[config.mk]
export PLATFORM = sky130hd
export DESIGN_NAME = rv32i_instruction_executor_unit
export DESIGN_NICKNAME = d
export VERILOG_FILES = /design/src/rv32i_pkg.sv /design/src/rv32i_regfile.sv /design/src/rv32i_instruction_executor_unit.sv
export SDC_FILE = /design/constraint.sdc
export NUM_CORES = 2
export LEC_CHECK = 0
export BUFFER_PORTS_ARGS = -buffer_cell sky130_fd_sc_hd__buf_2
export CORE_MARGIN = 1.5
export CORE_UTILIZATION = 39
export CTS_BUF_LIST = sky130_fd_sc_hd__clkbuf_4
export DETAILED_ROUTE_END_ITERATION = 16
export RECOVER_POWER = 25
export SKIP_LAST_GASP = 1
export SLEW_MARGIN = 25
export SYNTH_ARGS = -nofsm -noshare
export SYNTH_HDL_FRONTEND = slang
export SYNTH_HIERARCHICAL = 1
export SYNTH_SLANG_ARGS = --single-unit
[constraint.sdc]
create_clock -name aclk -period 7.77 [get_ports aclk]
set_input_delay 0 -clock aclk [delete_from_list [all_inputs] [get_ports aclk]]
set_output_delay 0 -clock aclk [all_outputs]
set_load 0.05 [all_outputs]
[src/rv32i_pkg.sv]
// ----------------------------------------------------------------------------
// rv32i_pkg
// shared constants, opcodes and types for the rv32i instruction executor
// ----------------------------------------------------------------------------
`default_nettype none
package rv32i_pkg;
    localparam int REG_COUNT = 32;
    localparam int REG_AW    = $clog2(REG_COUNT);

    localparam logic [6:0] OP_LOAD   = 7'h03;
    localparam logic [6:0] OP_IMM    = 7'h13;
    localparam logic [6:0] OP_AUIPC  = 7'h17;
    localparam logic [6:0] OP_STORE  = 7'h23;
    localparam logic [6:0] OP_REG    = 7'h33;
    localparam logic [6:0] OP_LUI    = 7'h37;
    localparam logic [6:0] OP_BRANCH = 7'h63;
    localparam logic [6:0] OP_JALR   = 7'h67;
    localparam logic [6:0] OP_JAL    = 7'h6F;
    localparam logic [6:0] OP_SYSTEM = 7'h73;

    localparam logic [31:0] ECALL_WORD = 32'h0000_0073;
    localparam logic [31:0] STOP_RESET = 32'd4096;

    localparam logic CFG_START_PC = 1'b0;
    localparam logic CFG_STOP_PC  = 1'b1;

    typedef enum logic [1:0] {
        LK_LB  = 2'd0,
        LK_LW  = 2'd1,
        LK_LBU = 2'd2,
        LK_LW3 = 2'd3
    } load_kind_t;

    // register writeback from the execute stage
    typedef struct packed {
        logic        en;
        logic [4:0]  addr;
        logic [31:0] data;
    } wb_t;
endpackage
`default_nettype wire

[src/rv32i_regfile.sv]
// ----------------------------------------------------------------------------
// rv32i_regfile
// register file, x0 and indexes at or above REG_COUNT read zero
// ----------------------------------------------------------------------------
`default_nettype none
module rv32i_regfile (
    input  wire logic            aclk,
    input  wire logic            aresetn,
    input  wire rv32i_pkg::wb_t  wb,
    input  wire logic [4:0]      ra1,
    input  wire logic [4:0]      ra2,
    output logic [31:0]          rd1,
    output logic [31:0]          rd2,
    output logic [31:0]          rd_a7,
    output logic [31:0]          rd_a0
);
    import rv32i_pkg::*;

    logic [31:0] regs_reg [REG_COUNT];

    function automatic logic [31:0] rd(input logic [31:0] r [REG_COUNT], input logic [4:0] a);
        logic [31:0] v;
        v = '0;
        if (a != 5'd0 && 32'(a) < REG_COUNT) v = r[a[REG_AW-1:0]];
        return v;
    endfunction

    always_ff @(posedge aclk) begin
        if (!aresetn) begin
            for (int i = 0; i < REG_COUNT; i++) regs_reg[i] <= '0;
        end else if (wb.en && wb.addr != 5'd0 && 32'(wb.addr) < REG_COUNT) begin
            regs_reg[wb.addr[REG_AW-1:0]] <= wb.data;
        end
    end

    assign rd1   = rd(regs_reg, ra1);
    assign rd2   = rd(regs_reg, ra2);
    assign rd_a7 = rd(regs_reg, 5'd17);
    assign rd_a0 = rd(regs_reg, 5'd10);
endmodule
`default_nettype wire

[src/rv32i_instruction_executor_unit.sv]
// ----------------------------------------------------------------------------
// rv32i_instruction_executor_unit
// rv32i execute core with load return and environment call report
// ----------------------------------------------------------------------------
// Each input transaction either executes one instruction word or returns data
// for the pending load. Decode, register read, alu and next pc are one pass of
// logic from the register file into the result register, so one transaction
// is accepted per clock and is registered into the result register; the result
// register is refilled in the same cycle it is taken, so s_ready is low only
// while a result waits and m_ready is low.
// ----------------------------------------------------------------------------
`default_nettype none
module rv32i_instruction_executor_unit (
    input  wire logic        aclk,
    input  wire logic        aresetn,
    // configuration write
    input  wire logic        cfg_valid,
    output logic             cfg_ready,
    input  wire logic        cfg_index,
    input  wire logic [31:0] cfg_data,
    // input transactions
    input  wire logic        s_valid,
    output logic             s_ready,
    input  wire logic        s_action,
    input  wire logic [31:0] s_instr,
    input  wire logic [31:0] s_load_data,
    // result transactions
    output logic             m_valid,
    input  wire logic        m_ready,
    output logic [31:0]      m_next_pc,
    output logic             m_mem_read,
    output logic             m_mem_write,
    output logic [31:0]      m_mem_addr,
    output logic [31:0]      m_mem_wdata,
    output logic             m_mem_size,
    output logic             m_env_call,
    output logic [31:0]      m_env_code,
    output logic [31:0]      m_env_arg,
    output logic             m_bad_opcode,
    output logic             m_halted
);
    import rv32i_pkg::*;

    logic [31:0] pc_reg, stop_reg;
    logic        pend_reg;
    logic [4:0]  ldst_reg;
    load_kind_t  lkind_reg;
    logic        valid_reg;

    logic [31:0] a, b, a7v, a0v;
    wb_t         wb;
    logic        acc;

    // instruction fields
    logic [6:0]  op;
    logic [4:0]  rd, rs1, rs2;
    logic [2:0]  f3;
    logic [6:0]  f7;
    logic [31:0] iv, sv, bv, jv, nxt, sum_i, pc4;
    logic        take;

    assign op  = s_instr[6:0];
    assign rd  = s_instr[11:7];
    assign f3  = s_instr[14:12];
    assign rs1 = s_instr[19:15];
    assign rs2 = s_instr[24:20];
    assign f7  = s_instr[31:25];
    assign iv  = {{20{s_instr[31]}}, s_instr[31:20]};
    assign sv  = {{20{s_instr[31]}}, s_instr[31:25], s_instr[11:7]};
    assign bv  = {{19{s_instr[31]}}, s_instr[31], s_instr[7], s_instr[30:25],
                  s_instr[11:8], 1'b0};
    assign jv  = {{11{s_instr[31]}}, s_instr[31], s_instr[19:12], s_instr[20],
                  s_instr[30:21], 1'b0};
    assign sum_i = a + iv;
    assign pc4   = pc_reg + 32'd4;

    rv32i_regfile u_rf (
        .aclk(aclk), .aresetn(aresetn), .wb(wb), .ra1(rs1), .ra2(rs2),
        .rd1(a), .rd2(b), .rd_a7(a7v), .rd_a0(a0v)
    );

    assign cfg_ready = 1'b1;
    assign s_ready   = !valid_reg || m_ready;
    assign acc       = s_valid && s_ready;
    assign m_valid   = valid_reg;

    // result next values
    logic [31:0] npc_next, addr_next, wdata_next;
    logic        rdq_next, wrq_next, size_next, ecall_next, bad_next;
    logic        lstart;
    load_kind_t  lk_new;

    always_comb begin
        wb        = '0;
        nxt       = pc4;
        rdq_next  = 1'b0;
        wrq_next  = 1'b0;
        size_next = 1'b0;
        addr_next = '0;
        wdata_next= '0;
        ecall_next= 1'b0;
        bad_next  = 1'b0;
        lstart    = 1'b0;
        lk_new    = LK_LB;
        take      = 1'b0;
        if (s_action) begin
            // load return
            nxt = pc_reg;
            if (pend_reg) begin
                wb.en   = 1'b1;
                wb.addr = ldst_reg;
                case (lkind_reg)
                    LK_LB:   wb.data = {{24{s_load_data[7]}}, s_load_data[7:0]};
                    LK_LBU:  wb.data = {24'd0, s_load_data[7:0]};
                    default: wb.data = s_load_data;
                endcase
            end
        end else begin
            wb.addr = rd;
            unique case (op)
                OP_LOAD: begin
                    if (f3 == 3'd0 || f3 == 3'd2 || f3 == 3'd4) begin
                        lstart    = 1'b1;
                        lk_new    = (f3 == 3'd0) ? LK_LB : (f3 == 3'd2) ? LK_LW : LK_LBU;
                        rdq_next  = 1'b1;
                        addr_next = sum_i;
                        size_next = (f3 == 3'd2);
                    end
                end
                OP_IMM: begin
                    wb.en = 1'b1;
                    case (f3)
                        3'd0: wb.data = sum_i;
                        3'd7: wb.data = a & iv;
                        3'd6: wb.data = a | iv;
                        3'd1: begin
                            wb.en   = (f7 == 7'h00);
                            wb.data = a << rs2;
                        end
                        3'd5: begin
                            wb.en   = (f7 == 7'h00) || (f7 == 7'h20);
                            wb.data = f7[5] ? 32'($signed(a) >>> rs2) : (a >> rs2);
                        end
                        default: wb.en = 1'b0;
                    endcase
                end
                OP_REG: begin
                    wb.en = 1'b1;
                    if (f7 == 7'h20) begin
                        wb.en   = (f3 == 3'd0);
                        wb.data = a - b;
                    end else if (f7 == 7'h00) begin
                        case (f3)
                            3'd0: wb.data = a + b;
                            3'd2: wb.data = {31'd0, $signed(a) < $signed(b)};
                            3'd3: wb.data = {31'd0, a < b};
                            3'd4: wb.data = a ^ b;
                            3'd6: wb.data = a | b;
                            3'd7: wb.data = a & b;
                            default: wb.en = 1'b0;
                        endcase
                    end else begin
                        wb.en = 1'b0;
                    end
                end
                OP_STORE: begin
                    if (f3 == 3'd0 || f3 == 3'd2) begin
                        wrq_next   = 1'b1;
                        addr_next  = a + sv;
                        wdata_next = b;
                        size_next  = (f3 == 3'd2);
                    end
                end
                OP_BRANCH: begin
                    case (f3)
                        3'd0: take = (a == b);
                        3'd1: take = (a != b);
                        3'd4: take = $signed(a) < $signed(b);
                        3'd5: take = $signed(a) >= $signed(b);
                        3'd6: take = a < b;
                        3'd7: take = a >= b;
                        default: take = 1'b0;
                    endcase
                    if (take) nxt = pc_reg + bv;
                end
                OP_LUI: begin
                    wb.en   = 1'b1;
                    wb.data = {s_instr[31:12], 12'd0};
                end
                OP_AUIPC: begin
                    wb.en   = 1'b1;
                    wb.data = pc_reg + {s_instr[31:12], 12'd0};
                end
                OP_JAL: begin
                    wb.en   = 1'b1;
                    wb.data = pc4;
                    nxt     = pc_reg + jv;
                end
                OP_JALR: begin
                    if (f3 == 3'd0) begin
                        wb.en   = 1'b1;
                        wb.data = pc4;
                        nxt     = {sum_i[31:1], 1'b0};
                    end
                end
                OP_SYSTEM: begin
                    ecall_next = (s_instr == ECALL_WORD);
                end
                default: bad_next = 1'b1;
            endcase
        end
        wb.en    = wb.en && acc;
        npc_next = nxt;
    end

    // architectural state
    always_ff @(posedge aclk) begin
        if (!aresetn) begin
            pc_reg    <= '0;
            stop_reg  <= STOP_RESET;
            pend_reg  <= 1'b0;
            ldst_reg  <= '0;
            lkind_reg <= LK_LB;
        end else begin
            if (acc) begin
                pc_reg   <= npc_next;
                pend_reg <= !s_action && lstart;
                if (!s_action && lstart) begin
                    ldst_reg  <= rd;
                    lkind_reg <= lk_new;
                end
            end
            if (cfg_valid) begin
                if (cfg_index == CFG_START_PC) pc_reg <= cfg_data;
                else stop_reg <= cfg_data;
            end
        end
    end

    // result register
    always_ff @(posedge aclk) begin
        if (!aresetn) valid_reg <= 1'b0;
        else if (s_ready) valid_reg <= s_valid;
    end

    always_ff @(posedge aclk) begin
        if (acc) begin
            m_next_pc    <= npc_next;
            m_mem_read   <= rdq_next;
            m_mem_write  <= wrq_next;
            m_mem_addr   <= addr_next;
            m_mem_wdata  <= wdata_next;
            m_mem_size   <= size_next;
            m_env_call   <= ecall_next;
            m_env_code   <= ecall_next ? a7v : 32'd0;
            m_env_arg    <= ecall_next ? a0v : 32'd0;
            m_bad_opcode <= bad_next;
            m_halted     <= (npc_next >= stop_reg);
        end
    end
endmodule
`default_nettype wire

==> flow_summary.json <==
{
  "num_vias": 86300,
  "die_w_um": 466,
  "antenna_found_initial": 35,
  "synth_top_area_cell": "dfxtp_1",
  "ys_types": 112,
  "cp-start-kind": "input port",
  "cts_buffers": 371,
  "yosysMostFrequentCell": "nand2_1",
  "path_max_fanout": 248,
  "num-nets-final": 10800,
  "worstHoldPathCells": 5,
  "critPathMaxStageDelay_ns": 2.89,
  "grt.overflow.total": 0,
  "drive_gt1_share_pct": 18.6,
  "grt-busiest-layer": "met2",
  "hold_class": "input port to flip-flop",
  "hpwl_mm": 299,
  "ys_top_cells_by_count": "nand2_1, dfxtp_1, clkbuf_1, a21boi_1, a21oi_1",
  "slew_viol_final": 545,
  "crit_path_top_delay_cell": "clkbuf_2",
  "ys_warn_count": 6,
  "worst_slew_pin_slew_ns": 4.13,
  "firstDrtPassIters": 14,
  "root_buffer": "clkbuf_4",
  "status": "finished with violations",
  "cts.htree.levels": 5,
  "viasPerCell": 6.36,
  "routedWlPerCell_um": 32.1,
  "wl_mm": 435,
  "fin_skew_ns": 0.234,
  "async_flop_share_pct": 0,
  "synth_ff_type": "dfxtp_1",
  "placementRows": 169,
  "drc": 2,
  "synth_edf_count": 166,
  "regArea_mm2": 0.0269,
  "dieHeight_um": 466,
  "synthesis.area_mm2": 0.0838,
  "cp-end-kind": "flip-flop",
  "port_buffers": 270,
  "max_freq_mhz": 130,
  "cp_cell_sequence": "dlygate4sd3_1, dlygate4sd3_1, clkbuf_1, clkbuf_1, clkbuf_2, buf_12, clkbuf_8, a21boi_0",
  "vdd_drop_max_v": 0.000176,
  "avgSynthCellArea_um2": 8.51,
  "place_congestion": 1.07,
  "core_mm2": 0.213,
  "start_util_pct": 39.4,
  "grtUsageMet3_pct": 10.9,
  "worstPathArrival_ns": 8.90,
  "cts_tree": "built",
  "layout_worst_path_cycle_share_pct": 98.8,
  "synth_cells": 9846,
  "ant_nets": 0,
  "final_cells": 13600,
  "ff2ff_path_depth": 24,
  "power_density_mw_per_mm2": 170,
  "clkSlewWorstSetupHoldPaths_ns": 0.09,
  "maxCapViolations": 8,
  "clk_latency_ns": 1.49,
  "hold_slack_ns": 0.0823,
  "crit_buf_inv": 7,
  "setup_viol_count_final": 0,
  "required_ns": 9.00,
  "cp_num_cells": 8,
  "dp_cells": 12700,
  "drtIter0Drc": 11700,
  "fin_tns_setup_ns": 0,
  "violations": "design-rule violations, max-capacitance violations, max-slew violations",
  "worstSetupPathType": "input port to flip-flop",
  "power.leakage_nw": 35.4,
  "slew_headroom_pct": -175,
  "ys_ff_latch": 1263,
  "grt_pass1_wl_mm": 608,
  "yosysSeqAreaShare_pct": 32.2,
  "use_met2_pct": 56.9,
  "synth_top_area_share_pct": 26.2,
  "grt_max_degree": 249,
  "largest_register_ffs": 960,
  "dieArea_mm2": 0.218,
  "cts.sinks": 1263,
  "multi_input_area_mm2": 0.0526,
  "grt_pass1_vias": 82300,
  "final-hold-violation-count": 0,
  "rsz0062_at_grt": "no",
  "fillers": 20800,
  "final_area_mm2": 0.0980,
  "syn_nets": 10200,
  "cpLargestDelayFamily": "buffers and inverters",
  "grt_util_all_layers_pct": 38.6,
  "clk_path_buf_depth": 4,
  "area_growth_pct": 17.0,
  "min_period_ns": 7.67,
  "io-pin-count": 272,
  "pre_cts_slack_ns": 0.0452,
  "synth_area_leaders": "dfxtp_1, mux4_2, nand2_1",
  "gr-usage-met1_pct": 47.3,
  "placed_cell_area_mm2": 0.0913,
  "setup_ws_ns": 0.0962
}
## what timing repair did
action | CTS | global route
endpoints found under the hold margin | 1284 | 0
endpoints found under the setup margin | 0 | 1
hold buffers | 249 | 0
gates resized for setup | 0 | 7
setup buffers | 0 | 0
## worst reg2reg max path: stages, from the launching register on
cell and delay, ns:
dfxtp_1 0.36, mux4_2 0.46, a22o_1 0.29, a2111oi_1 0.65
buf_4 0.34, nor3_2 0.13, inv_1 0.12, buf_4 0.15
ha_1 0.29, a21oi_1 0.33, o21ai_0 0.21, a221oi_1 0.36
a21boi_0 0.34, o21a_1 0.21, xor2_1 0.17, buf_4 0.21
o21ai_0 0.35, a221oi_1 0.74, o22ai_1 0.30, ha_1 0.35
nand4_1 0.14, nor4_1 0.29, o21ai_0 0.17, buf_4 0.16
o31ai_1 0.21
## power breakdown
| group | total [W] | leakage (nW) | switching (W) | internal (W) |
|---|---|---|---|---|
| sequential | 0.00676 | 10.5 | 0.0000751 | 0.00668 |
| combinational | 0.00365 | 22.2 | 0.00239 | 0.00126 |
| clock | 0.00627 | 2.66 | 0.00312 | 0.00315 |
## cell usage in the layout (no fill, tap or decap), types with 89 or more instances in the layout
master,count
a21boi_1,586
ha_1,253
a21oi_1,448
nor3_1,126
mux4_2,407
a211oi_1,93
edfxtp_1,166
buf_4,647
xnor2_1,102
a22oi_1,165
inv_1,189
a21boi_0,413
o22ai_1,115
nor2_1,375
dlygate4sd3_1,249
mux2i_1,418
o21ai_0,262
dfxtp_1,1097
and2_1,99
clkbuf_4,533
clkbuf_1,187
buf_2,89
nand2_1,2366
## kinds of logic after synthesis
family	count (synthesis)	share of synthesized area [%]
xor gates and xnor gates	155	1.62
buffers and inverters	1172	6.05
AOI/OAI and AO/OA	2706	22.6
muxes	869	16.5
other	1	0.00448
DFF	1263	32.2
adders and majority gates	260	3.95
and+or+nand+nor	3420	17.1
## metrics by stage
stage | power (W) | util [%]
2_1_floorplan | 0.00881 | -
3_3_place_gp | 0.0103 | 42.9
3_5_place_dp | 0.0103 | 42.9
4_1_cts | 0.0166 | 46.2
5_1_grt | 0.0172 | 46.1
6_report | 0.0167 | 46.1
## area by class of cell
type                            count  area share, %
Tap cell                         2821           3.60
Clock inverter                     94          0.409
Antenna cell                       23         0.0587
Sequential cell                  1263           27.5
Inverter                          194          0.751
Multi-Input combinational cell   7411           53.6
Clock buffer                      531           4.07
Timing Repair Buffer             1240           9.99
## layer usage
metal	vias up	wire length [µm]
li1	36600	-
met3	1538	50400
met4	26	39800
met2	6025	183000
met5	-	224
met1	42100	162000
## worst paths after layout
| kind | startpoint | to | slack (ns) |
|---|---|---|---|
| worst min register to register | u_rf/regs_reg[124] | u_rf/regs_reg[124] | 0.47 |
| worst min-delay path | cfg_data[3] | stop_reg[3] | 0.08 |
| worst max-delay path | aresetn | u_rf/regs_reg[160] | 0.1 |
| worst max register to register | u_rf/rd_a0[13] | m_halted | 0.19 |
Note: power is estimated with default switching activity, not from simulation.
